### config.mk
export PLATFORM = sky130hd
export DESIGN_NAME = stepper_home_search_sequencer
export DESIGN_NICKNAME = d
export VERILOG_FILES = /design/src/rtl/shs_pkg.sv /design/src/rtl/shs_cfg.sv /design/src/rtl/shs_core.sv /design/src/rtl/stepper_home_search_sequencer.sv
export SDC_FILE = /design/constraint.sdc
export NUM_CORES = 1
export LEC_CHECK = 0
export BUFFER_PORTS_ARGS = -buffer_cell sky130_fd_sc_hd__buf_2
export CAP_MARGIN = 30
export CORE_ASPECT_RATIO = 0.9
export CORE_MARGIN = 2
export CORE_UTILIZATION = 52
export DETAILED_ROUTE_END_ITERATION = 10
export PLACE_DENSITY_LB_ADDON = 0.08
export SLEW_MARGIN = 20
export SYNTH_ARGS = -nofsm -noshare
export SYNTH_HDL_FRONTEND = slang
export SYNTH_SLANG_ARGS = --single-unit
### constraint.sdc
create_clock -name i_clk -period 8.1 [get_ports i_clk]
set_clock_uncertainty 0.1 [all_clocks]
set_input_delay 0.81 -clock i_clk [delete_from_list [all_inputs] [get_ports i_clk]]
set_output_delay 0.81 -clock i_clk [all_outputs]
set_load 0.02 [all_outputs]
### src/rtl/shs_pkg.sv
// ---------------------------------------------------------------------------
// shs_pkg
// Shared types and constants for the stepper home search sequencer.
// ---------------------------------------------------------------------------
package shs_pkg;

    // position / counter width
    localparam int POS_WIDTH = 16;
    localparam int BL_WIDTH  = 8;

    // stream widths
    localparam int IN_TDATA_W  = 8;
    localparam int OUT_BITS    = 7 + 3 * POS_WIDTH;
    localparam int OUT_TDATA_W = ((OUT_BITS + 7) / 8) * 8;

    // configuration register indexes
    localparam logic [1:0] CFG_BACKLASH = 2'd0;
    localparam logic [1:0] CFG_LIMIT    = 2'd1;
    localparam logic [1:0] CFG_DELTA    = 2'd2;
    localparam logic [1:0] CFG_BARN     = 2'd3;

    // sequencer phases
    localparam logic [2:0] PH_IDLE    = 3'd0;
    localparam logic [2:0] PH_BL_IN   = 3'd1;
    localparam logic [2:0] PH_BL_OUT  = 3'd2;
    localparam logic [2:0] PH_SEARCH  = 3'd3;
    localparam logic [2:0] PH_INTO    = 3'd4;
    localparam logic [2:0] PH_BACKOUT = 3'd5;

    // error codes
    localparam logic [1:0] ERR_OK    = 2'd0;
    localparam logic [1:0] ERR_HOME  = 2'd1;
    localparam logic [1:0] ERR_LIMIT = 2'd2;
    localparam logic [1:0] ERR_SHORT = 2'd3;

    typedef struct packed {
        logic [BL_WIDTH-1:0]  backlash_steps;
        logic [POS_WIDTH-1:0] search_limit;
        logic [POS_WIDTH-1:0] slit_delta;
        logic [POS_WIDTH-1:0] barn_offset;
    } t_cfg;

    typedef struct packed {
        logic                 motor_enable;
        logic                 step_issued;
        logic                 direction;
        logic                 busy_res;
        logic                 done_res;
        logic [1:0]           error_code;
        logic [POS_WIDTH-1:0] key_position;
        logic [POS_WIDTH-1:0] high_position;
        logic [POS_WIDTH-1:0] barn_position;
    } t_result;

endpackage

### src/rtl/shs_cfg.sv
// ---------------------------------------------------------------------------
// shs_cfg
// Configuration register file, write only.
// ---------------------------------------------------------------------------
module shs_cfg (
    input  logic                         i_clk,
    input  logic                         i_rst_n,
    input  logic                         i_cfg_we,
    input  logic [1:0]                   i_cfg_idx,
    input  logic [shs_pkg::POS_WIDTH-1:0] i_cfg_wdata,
    output shs_pkg::t_cfg                o_cfg
);
    import shs_pkg::*;

    t_cfg r_cfg;

    // register writes
    always_ff @(posedge i_clk) begin
        if (!i_rst_n) begin
            r_cfg.backlash_steps <= BL_WIDTH'(8);
            r_cfg.search_limit   <= POS_WIDTH'(4096);
            r_cfg.slit_delta     <= '0;
            r_cfg.barn_offset    <= '0;
        end else if (i_cfg_we) begin
            case (i_cfg_idx)
                CFG_BACKLASH: r_cfg.backlash_steps <= i_cfg_wdata[BL_WIDTH-1:0];
                CFG_LIMIT:    r_cfg.search_limit   <= i_cfg_wdata;
                CFG_DELTA:    r_cfg.slit_delta     <= i_cfg_wdata;
                CFG_BARN:     r_cfg.barn_offset    <= i_cfg_wdata;
                default:      r_cfg.barn_offset    <= r_cfg.barn_offset;
            endcase
        end
    end

    assign o_cfg = r_cfg;

endmodule

### src/rtl/shs_core.sv
// ---------------------------------------------------------------------------
// shs_core
// Homing phase machine: one tick or start beat per enabled cycle.
// ---------------------------------------------------------------------------
module shs_core (
    input  logic            i_clk,
    input  logic            i_rst_n,
    input  logic            i_fire,
    input  logic            i_start,
    input  logic            i_home,
    input  logic            i_limit,
    input  shs_pkg::t_cfg   i_cfg,
    output shs_pkg::t_result o_result
);
    import shs_pkg::*;

    logic [2:0]           r_phase, n_phase;
    logic [POS_WIDTH-1:0] r_step, n_step;
    logic [BL_WIDTH-1:0]  r_bl, n_bl;
    logic [POS_WIDTH-1:0] r_key, n_key;
    logic [POS_WIDTH-1:0] r_high, n_high;
    logic [POS_WIDTH-1:0] r_barn, n_barn;
    logic [1:0]           r_err, n_err;

    logic                 fin_done;
    logic                 fin_en;
    logic                 stepped;
    logic                 dir;
    logic [POS_WIDTH-1:0] step_inc;
    logic [POS_WIDTH-1:0] step_dec;
    logic [BL_WIDTH-1:0]  bl_inc;
    logic                 bl_zero;
    logic                 lim_zero;
    logic                 busy;

    assign step_inc = r_step + POS_WIDTH'(1);
    assign step_dec = r_step - POS_WIDTH'(1);
    assign bl_inc   = r_bl + BL_WIDTH'(1);
    assign bl_zero  = (i_cfg.backlash_steps == '0);
    assign lim_zero = (i_cfg.search_limit == '0);

    // next state and result flags
    always_comb begin
        n_phase  = r_phase;
        n_step   = r_step;
        n_bl     = r_bl;
        n_key    = r_key;
        n_high   = r_high;
        n_barn   = r_barn;
        n_err    = r_err;
        fin_done = 1'b0;
        fin_en   = 1'b0;
        stepped  = 1'b0;
        dir      = 1'b0;

        if (i_start) begin
            n_err = ERR_OK;
            if (i_home) begin
                n_phase  = PH_IDLE;
                n_err    = ERR_HOME;
                fin_done = 1'b1;
            end else if (i_limit) begin
                n_phase  = PH_IDLE;
                n_err    = ERR_LIMIT;
                fin_done = 1'b1;
            end else begin
                n_bl = '0;
                if (!bl_zero) begin
                    n_phase = PH_BL_IN;
                end else begin
                    // both takeups skipped: search (idle if limit 0)
                    n_step = '0;
                    if (lim_zero) begin
                        n_phase  = PH_IDLE;
                        n_err    = ERR_HOME;
                        fin_done = 1'b1;
                    end else begin
                        n_phase = PH_SEARCH;
                    end
                end
            end
        end else begin
            case (r_phase)
                PH_BL_IN, PH_BL_OUT: begin
                    stepped = 1'b1;
                    dir     = (r_phase == PH_BL_OUT);
                    n_bl    = bl_inc;
                    if (bl_inc >= i_cfg.backlash_steps) begin
                        if (r_phase == PH_BL_IN && !bl_zero) begin
                            n_bl    = '0;
                            n_phase = PH_BL_OUT;
                        end else begin
                            if (r_phase == PH_BL_IN) begin
                                n_bl = '0;
                            end
                            n_step = '0;
                            if (lim_zero) begin
                                n_phase  = PH_IDLE;
                                n_err    = ERR_HOME;
                                fin_done = 1'b1;
                            end else begin
                                n_phase = PH_SEARCH;
                            end
                        end
                    end
                end
                PH_SEARCH: begin
                    stepped = 1'b1;
                    n_step  = step_inc;
                    if (i_home) begin
                        n_bl    = '0;
                        n_phase = bl_zero ? PH_BACKOUT : PH_INTO;
                    end else if (step_inc >= i_cfg.search_limit) begin
                        n_phase  = PH_IDLE;
                        n_err    = ERR_HOME;
                        fin_done = 1'b1;
                    end
                end
                PH_INTO: begin
                    stepped = 1'b1;
                    n_step  = step_inc;
                    n_bl    = bl_inc;
                    if (bl_inc >= i_cfg.backlash_steps) begin
                        n_phase = PH_BACKOUT;
                    end
                end
                PH_BACKOUT: begin
                    stepped = 1'b1;
                    dir     = 1'b1;
                    n_step  = step_dec;
                    if (step_dec == '0) begin
                        n_phase  = PH_IDLE;
                        n_err    = ERR_HOME;
                        fin_done = 1'b1;
                    end else if (!i_home) begin
                        n_phase  = PH_IDLE;
                        fin_done = 1'b1;
                        if (step_dec < i_cfg.slit_delta) begin
                            n_err = ERR_SHORT;
                        end else begin
                            n_err  = ERR_OK;
                            fin_en = 1'b1;
                            n_key  = step_dec - POS_WIDTH'(1);
                            n_high = step_dec - POS_WIDTH'(1) - i_cfg.slit_delta;
                            n_barn = step_dec - POS_WIDTH'(1) + i_cfg.slit_delta
                                     + i_cfg.barn_offset;
                        end
                    end
                end
                default: begin
                    // idle or unused code
                    n_phase = PH_IDLE;
                end
            endcase
        end
    end

    assign busy = (n_phase != PH_IDLE);

    // result for this beat
    always_comb begin
        o_result.motor_enable  = busy | fin_en;
        o_result.step_issued   = stepped;
        o_result.direction     = stepped & dir;
        o_result.busy_res      = busy;
        o_result.done_res      = fin_done;
        o_result.error_code    = n_err;
        o_result.key_position  = n_key;
        o_result.high_position = n_high;
        o_result.barn_position = n_barn;
    end

    // control state
    always_ff @(posedge i_clk) begin
        if (!i_rst_n) begin
            r_phase <= PH_IDLE;
            r_step  <= '0;
            r_bl    <= '0;
            r_key   <= '0;
            r_high  <= '0;
            r_barn  <= '0;
            r_err   <= ERR_OK;
        end else if (i_fire) begin
            r_phase <= n_phase;
            r_step  <= n_step;
            r_bl    <= n_bl;
            r_key   <= n_key;
            r_high  <= n_high;
            r_barn  <= n_barn;
            r_err   <= n_err;
        end
    end

endmodule

### src/rtl/stepper_home_search_sequencer.sv
// ---------------------------------------------------------------------------
// stepper_home_search_sequencer
// Slit stepper homing sequencer with backlash takeup, stream in / stream out.
// ---------------------------------------------------------------------------
//  channel   dir   handshake          payload
//  s_axis    in    tvalid / tready    tdata: home_seen, limit_seen; tuser: req_type
//  m_axis    out   tvalid / tready    tdata: result fields (see port)
//  cfg       in    i_cfg_we           i_cfg_idx, i_cfg_wdata
//
//  One beat per cycle sustained while the output is not stalled. A beat is
//  held in the input register, then the phase logic and result register
//  update together. Synchronous active-low reset returns to idle with the
//  valid flags, core state and config at their defaults. A stall on the output
//  holds the result register; the input register still takes a beat while it is empty.
// ---------------------------------------------------------------------------
module stepper_home_search_sequencer (
    input  logic                             i_clk,
    input  logic                             i_rst_n,
    // input stream
    input  logic                             s_axis_tvalid,
    output logic                             s_axis_tready,
    input  logic [shs_pkg::IN_TDATA_W-1:0]   s_axis_tdata,  // home_seen, limit_seen, pad
    input  logic                             s_axis_tuser,  // req_type
    // result stream
    output logic                             m_axis_tvalid,
    input  logic                             m_axis_tready,
    // motor_enable, step_issued, direction, busy_res, done_res, error_code[2],
    // key_position, high_position, barn_position, pad
    output logic [shs_pkg::OUT_TDATA_W-1:0]  m_axis_tdata,
    // configuration
    input  logic                             i_cfg_we,
    input  logic [1:0]                       i_cfg_idx,
    input  logic [shs_pkg::POS_WIDTH-1:0]    i_cfg_wdata
);
    import shs_pkg::*;

    logic               r_in_valid;
    logic               r_in_req;
    logic               r_in_home;
    logic               r_in_limit;
    logic               r_out_valid;
    t_result            r_out;
    logic               adv;
    logic               fire;
    t_cfg               cfg;
    t_result            result;
    logic [OUT_BITS-1:0] out_packed;

    assign adv           = !r_out_valid || m_axis_tready;
    assign fire          = r_in_valid && adv;
    assign s_axis_tready = !r_in_valid || adv;

    shs_cfg u_cfg (
        .i_clk       (i_clk),
        .i_rst_n     (i_rst_n),
        .i_cfg_we    (i_cfg_we),
        .i_cfg_idx   (i_cfg_idx),
        .i_cfg_wdata (i_cfg_wdata),
        .o_cfg       (cfg)
    );

    shs_core u_core (
        .i_clk    (i_clk),
        .i_rst_n  (i_rst_n),
        .i_fire   (fire),
        .i_start  (r_in_req),
        .i_home   (r_in_home),
        .i_limit  (r_in_limit),
        .i_cfg    (cfg),
        .o_result (result)
    );

    // input stage
    always_ff @(posedge i_clk) begin
        if (!i_rst_n) begin
            r_in_valid <= 1'b0;
        end else if (s_axis_tready) begin
            r_in_valid <= s_axis_tvalid;
        end
    end

    always_ff @(posedge i_clk) begin
        if (s_axis_tready && s_axis_tvalid) begin
            r_in_req   <= s_axis_tuser;
            r_in_home  <= s_axis_tdata[0];
            r_in_limit <= s_axis_tdata[1];
        end
    end

    // result stage
    always_ff @(posedge i_clk) begin
        if (!i_rst_n) begin
            r_out_valid <= 1'b0;
        end else if (adv) begin
            r_out_valid <= r_in_valid;
        end
    end

    always_ff @(posedge i_clk) begin
        if (fire) begin
            r_out <= result;
        end
    end

    // pack result fields, motor_enable lowest and barn_position highest
    assign out_packed = {r_out.barn_position, r_out.high_position, r_out.key_position,
                         r_out.error_code, r_out.done_res, r_out.busy_res,
                         r_out.direction, r_out.step_issued, r_out.motor_enable};

    assign m_axis_tvalid = r_out_valid;
    assign m_axis_tdata  = OUT_TDATA_W'(out_packed);

endmodule
==> flow_summary.yaml, run 1 <==
placement:
  gp_congestion: 0.899
  portBuffers: 82
  hpwl_microns: 21300
  place_ws_ns: 2.48
critical_path:
  crit_path_end_kind: "flop"
  slowest_stage: "fa_1"
  critPathRequiredTime_ns: 8.35
  critPathMaxFanout: 11
  slowest_delay_ns: 0.53
  worstPathCellList: "inv_1, ha_1, nor4b_4, xor2_1, o41ai_2, nand4_1, or2_2, xnor2_1, fa_1, ha_1, and3_1, a211oi_1, o21bai_1, a21oi_1, xor2_1, o21ai_2, o211a_1"
  crit_type: "flop to flop"
  r2r-start: "u_core.r_step[1]"
  critical_path.startpoint_type: "flop"
  crit_start: "u_core.r_step[1]"
  cp.arrival_ns: 5.97
synthesis:
  ys_types: 77
  synthCells: 1351
  syn_area_per_cell_sq_um: 8.75
  dominantRegCellSynth: "dfxtp_1"
  yosysWarnings: 0
  synth_edf_count: 58
  ys_ff_latch: 193
  synth_nets: 1474
  async_flop_share_pct: 0
  seq_area_frac_synth_pct: 37.6
  mappedNetlistArea_sq_um: 11800
cells_and_area:
  post-route-util_pct: 57.8
  drive_gt1_share_pct: 14.3
  nFillCells: 2052
  syn_to_final_growth_pct: 9.37
  antennaDiodeCount: 0
  fin_nets: 1513
outcome:
  status: "finished, final reports clean"
timing:
  maxSlewHeadroom_pct: 38.2
  period_minus_slack_ns: 5.72
  fmax_mhz: 175
  tns_ns: 0
  rsz0062_at_grt: "false"
  post-route-period-util_pct: 70.6
  setup_violations: 0
  hold_viol: 0
  layout_setup_ws_ns: 2.38
  fin_hold_ws_ns: 0.349
  drv_slew: 0
  max_slew.worst_pin.slew_ns: 0.921
floorplanning:
  core_sq_um: 22400
  ios: 90
  die-area_sq_um: 24000
  initial_core_util_pct: 52.8
  rows: 52
  die_y_microns: 147
  die_w_microns: 163
cts:
  post_cts_buffers: 0
  cts_tree: "built"
  cts_made_buffers: 17
  clockBufferDepth: 2
  insertion_delay_ns: 0.44
  cts_max_level: 4
  cts_resized: 0
  cts.sinks: 193
  cts_root_buf: "clkbuf_16"
  ctsHoldBuffers: 0
  path_clk_slew_ns: 0.08
global_route:
  antenna_found_initial: 1
  grt_pass1_vias: 8978
  grtUsageTotal_pct: 25.5
  grt_pass1_wl_microns: 48000
  grt_max_degree: 73
  gr-total-overflow: 0
power_and_ir_drop:
  ir_drop_mv: 0.113
  power_density_nw_per_um2: 185
  p_leak_uw: 0.00523
detailed_routing:
  drtPass1Iterations: 5
  viasPerCell: 5.62
  vias: 9554
  drc: 0
  initialDrtViolationCount: 836
  ant_nets: 0
  avgRoutedWirePerCell_microns: 17.4
  wl_microns: 29600
min_path:
  hold_class: "flop to flop"
  hold_path_startpoint: "u_core.r_high[15]"
job:
  cap_viol_max_count: 0
-- per-layer routing --
layer	part of all wire (%)	up-vias	track usage [%]
met2	45	240	38.9
met4	1.8	0	7.79
li1	-	4737	-
met5	0	-	0
met3	5.2	33	3.70
met1	48	4544	37.3
-- cells by family after synthesis --
group | share of synthesized area, %
flip-flops | 37.6
multiplexers | 4.97
other | 0.0317
adder cells (fa/ha/maj) | 10.7
XOR/XNOR | 5.74
AND/OR/NAND/NOR | 19.5
AO/OA/AOI/OAI | 15.3
buffers and inverters | 6.21
-- placed cells by master, fill, tap and decap left out, types with 8 or more instances in the layout --
master / n
and3_1: 15
mux2_2: 9
o21a_1: 11
inv_1: 96
nor2_1: 107
nand4_1: 12
buf_2: 82
or3_1: 12
and2_1: 11
mux2_4: 29
nand3_1: 33
xnor2_1: 47
ha_1: 74
o21ai_0: 39
or2_2: 8
a31oi_1: 10
nor3_1: 23
fa_1: 17
a21o_1: 16
xor2_1: 26
buf_4: 8
clkbuf_16: 17
nand2b_1: 16
a21oi_1: 128
dfxtp_1: 135
edfxtp_1: 58
nand2_1: 209
a211oi_1: 11
-- critical path: cells and delay by family, from the launching register on --
family                   cells  cell delay, ns
adder cells (fa/ha/maj)      3            1.34
AO/OA/AOI/OAI                6            1.33
AND/OR/NAND/NOR              4            1.30
XOR/XNOR                     3            1.01
flip-flops                   1            0.40
buffers and inverters        1            0.14
-- final cells by class --
cell class              instances  area [sq um]  area share (%)
flip-flops and latches        193          4440            34.4
clock buffers                  18           429            3.32
clock inverters                14           165            1.28
well taps                     297           372            2.87
multi-input cells             988          6660            51.5
inverters                      99           374            2.89
repair buffers                 91           490            3.79
-- power by group --
group	switching, uW	internal, uW	total, uW
clock	415	468	882
combinational	292	175	467
sequential	20.6	1020	1040
-- synthesized netlist by cell type (all sizes together), types with 10 or more instances --
cell type | instances | area (sq um)
or3 | 12 | 75.1
ha | 74 | 926
nand2 | 212 | 803
a211oi | 11 | 82.6
clkbuf | 52 | 195
a21o | 16 | 120
o21a | 11 | 82.6
and3 | 15 | 93.8
buf | 19 | 168
dfxtp | 135 | 2700
o21ai | 45 | 240
edfxtp | 58 | 1740
a21oi | 132 | 676
nand4 | 12 | 75.1
nand3 | 34 | 183
and2 | 11 | 68.8
inv | 97 | 364
nor2 | 109 | 412
nor3 | 26 | 151
fa | 17 | 340
nand2b | 17 | 106
a31oi | 10 | 62.6
mux2 | 39 | 548
xnor2 | 48 | 428
xor2 | 26 | 228
-- registers in the layout, indices dropped and copies added (netlist names), 2 cells and up --
| name | cells |
|---|---|
| u_core.r_err | 2 |
| u_cfg.o_cfg | 56 |
| u_core.r_bl | 8 |
| u_core.r_barn | 16 |
| m_axis_tdata | 55 |
| u_core.r_step | 16 |
| u_core.r_key | 16 |
| u_core.r_high | 16 |
| u_core.r_phase | 3 |
-- stage by stage --
stage / power (uW) / instance area (sq um) / std cells
floorplan: 1400 / 11800 / 1351
global placement: 1520 / 12300 / 1667
detailed placement: 1530 / 12300 / 1668
CTS: 2410 / 12900 / 1700
global route: 2500 / 12900 / 1700
finish: 2390 / 12900 / 1700
-- path summary, 6_finish.rpt --
check                                         end  slack [ns]  cells past startpoint
worst max register to register  u_core.r_barn[13]        2.38                     17
worst min-delay path            u_core.r_high[15]        0.35                      2
worst min register to register  u_core.r_high[15]        0.35                      2
worst max-delay path            u_core.r_barn[13]        2.38                     17
Note: power is estimated with default switching activity, not from simulation.
==> inputs of run 2 (changes only) <==
- ABC_AREA: default -> 1
- clock period: 8.1 -> 4.6 ns (I/O delays scaled with it)
==> run 2 against run 1 <==
  * Register-to-register slack got worse by 2.0 ns
  * Flip-flop and latch count did not move
  * Setup slack got worse by 2.0 ns
  * Final area rose by 0.92%
  * Critical path depth rose by 7
  * Largest cell class unchanged
  * Largest power group unchanged
  * Cell count rose by 15%
  * Highest routed layer unchanged
==> flow_summary.yaml, run 2 <==
power_and_ir_drop:
  switchingPower_uw: 1300
  power_frac_seq_pct: 45.4
  power_density_nw_per_um2: 318
  ir_drop_mv: 0.232
  p_clk_share_pct: 37.8
  switching_share_pct: 31.5
  comb_power_share_pct: 16.8
  p_leak_uw: 0.00601
  internal-power_uw: 2840
synthesis:
  synthCells: 1572
  yosysMostFrequentCell: "nand2_1"
  synth_nets: 1695
  ys_types: 49
  ys_ff_latch: 193
  synth_edf_count: 58
  seq_area_frac_synth_pct: 38.0
  async_flop_share_pct: 0
  dominantRegCellSynth: "dfxtp_1"
  syn_area_per_cell_sq_um: 7.44
  mappedNetlistArea_sq_um: 11700
  yosysWarnings: 0
  synth_area_leaders: "dfxtp_1 23%, edfxtp_1 15%, nand2_1 9.4%, inv_1 7.9%, ha_1 7.9%"
  yosys.area.top_type: "dfxtp_1"
  synth_top_area_share_pct: 23.1
  synth_commonest_cells: "292 x nand2_1, 247 x inv_1, 152 x nor2_1, 148 x a21oi_1, 135 x dfxtp_1"
cells_and_area:
  nFillCells: 2148
  syn_to_final_growth_pct: 11.6
  mostFrequentLayoutCells: "291 x nand2_1, 245 x inv_1, 152 x nor2_1"
  antennaDiodeCount: 0
  multi_input_area_sq_um: 6060
  fin_nets: 1762
  drive_gt1_share_pct: 10.8
  largest_reg_flops: 56
  post-route-util_pct: 58.6
  final_common_cell: "nand2_1"
  regArea_sq_um: 4440
  instances_no_fill: 1949
placement:
  gp_congestion: 0.912
  portBuffers: 82
  dp_cells: 1917
  hpwl_microns: 22400
global_route:
  grt_max_degree: 102
  gr-total-overflow: 0
  grtUsageTotal_pct: 25.7
  grt_pass1_wl_microns: 48600
  antenna_found_initial: 0
  grt_pass1_vias: 9519
cts:
  insertion_delay_ns: 0.45
  cts_root_buf: "clkbuf_16"
  cts.sinks: 193
  ctsHoldBuffers: 0
  path_clk_slew_ns: 0.08
  cts_tree: "built"
  cts_made_buffers: 17
  clockBufferDepth: 2
  post_cts_buffers: 0
  cts_max_level: 4
critical_path:
  crit_path_end_kind: "flop"
  worstPathCellList: "inv_1, ha_4, nand2_1, nand2_1, nand2_2, inv_2, nand2_1, nor2_2, nand2_1, nor2_2, nand3_1, nor2_2, xor2_2, fa_1, ha_2, inv_1, nor3_2, inv_1, o211ai_1, a31oi_1, inv_1, nand3_1, nand3_1, nand2_1"
  crit_top_cell: "nand2_1"
  slowest_delay_ns: 0.44
  slowest_stage: "fa_1"
  critPathRequiredTime_ns: 4.71
  critical_path.startpoint_type: "flop"
  cp.arrival_ns: 4.38
  critPathMaxFanout: 9
  crit_type: "flop to flop"
detailed_routing:
  viasPerCell: 5.27
  avgRoutedWirePerCell_microns: 15.3
  initialDrtViolationCount: 822
  wl_microns: 29700
  ant_nets: 0
  drtPass1Iterations: 5
  vias: 10300
  drc: 0
timing:
  hold_viol: 0
  maxSlewHeadroom_pct: 41.6
  period_minus_slack_ns: 4.27
  fmax_mhz: 234
  setup_violations: 0
  max_slew.worst_pin.slew_ns: 0.875
  post-route-period-util_pct: 92.8
  drv_slew: 0
  tns_ns: 0
  rsz0062_at_grt: "false"
outcome:
  status: "finished, final reports clean"
floorplanning:
  die_y_microns: 146
  initial_core_util_pct: 52.5
  die_w_microns: 162
  core_sq_um: 22300
  rows: 52
  ios: 90
  die-area_sq_um: 23700
job:
  cap_viol_max_count: 0
min_path:
  hold_class: "primary input to flop"
-- run 2: changes by cell type in the layout (fill, tap and decap cells not counted), sizes merged, moves of 14 or more --
cell / change
nor2: +53
nor3: -18
xnor2: -37
xor2: +14
a21oi: +16
nand3: +33
nand2: +84
and3: -15
nand2b: -17
inv: +156
mux2: -39
o21ai: +129
-- run 2: critical path, delay by kind of cell, from the launching register on --
family / cells / cell delay (ns)
compound gates: 2 / 0.26
xor+xnor: 1 / 0.19
fa+ha+maj: 3 / 1.08
buf+inv: 5 / 0.48
flops: 1 / 0.32
simple gates: 13 / 1.59
-- run 2: final cells by class --
class / instances / area share, %
Clock buffer: 17 / 3.26
Sequential cell: 193 / 34.1
Inverter: 255 / 7.36
Timing Repair Buffer: 103 / 4.54
Clock inverter: 15 / 1.50
Tap cell: 297 / 2.85
Multi-Input combinational cell: 1069 / 46.4
-- run 2: cells by family after synthesis --
group | share of synthesized area, %
compound gates | 16.4
xor+xnor | 3.88
fa+ha+maj | 10.8
buf+inv | 10.5
flops | 38.0
other cells | 0.0321
simple gates | 20.4
-- run 2: routing by layer --
| layer | vias up | routed length (microns) | track usage, % | share of wire [%] |
|---|---|---|---|---|
| li1 | 5264 | - | - | - |
| met1 | 4724 | 14000 | 35.2 | 47 |
| met2 | 244 | 14000 | 43.0 | 47 |
| met3 | 37 | 1270 | 3.24 | 4.3 |
| met4 | 0 | 522 | 6.59 | 1.8 |
| met5 | - | 0 | 0 | 0 |
-- run 2: final timing paths --
path,to,slack [ns],depth (start not counted),start
max,m_axis_tdata[54],0.33,24,u_core.r_step[1]
min,r_in_req,0.08,1,s_axis_tuser
max reg2reg,m_axis_tdata[54],0.33,24,u_core.r_step[1]
min reg2reg,u_cfg.o_cfg[52],0.38,2,u_cfg.o_cfg[52]
-- run 2: power by group through the flow --
stage	registers (uW)	logic (uW)	clock network (uW)
after floorplan	1950	462	0
after global placement	1920	675	0
after detailed placement	1920	687	0
after CTS	1880	692	1580
after global routing	1890	784	1640
final	1880	696	1570
-- run 2: per-stage QoR --
stage / worst slack (ns) / cell area, sq um / power [uW] / hold slack, ns
after floorplan: 0.463 / 11700 / 2410 / 0.349
after global placement: 0.295 / 12400 / 2590 / 0.371
after detailed placement: 0.208 / 12400 / 2610 / 0.376
after CTS: 0.151 / 13000 / 4160 / 0.0718
after global routing: 0.00156 / 13100 / 4320 / 0.0731
final: 0.333 / 13100 / 4140 / 0.0775
-- run 2: timing repair --
item	CTS	global route
endpoints found under the hold margin	0	0
endpoints found under the setup margin	0	9
resized for setup	0	6
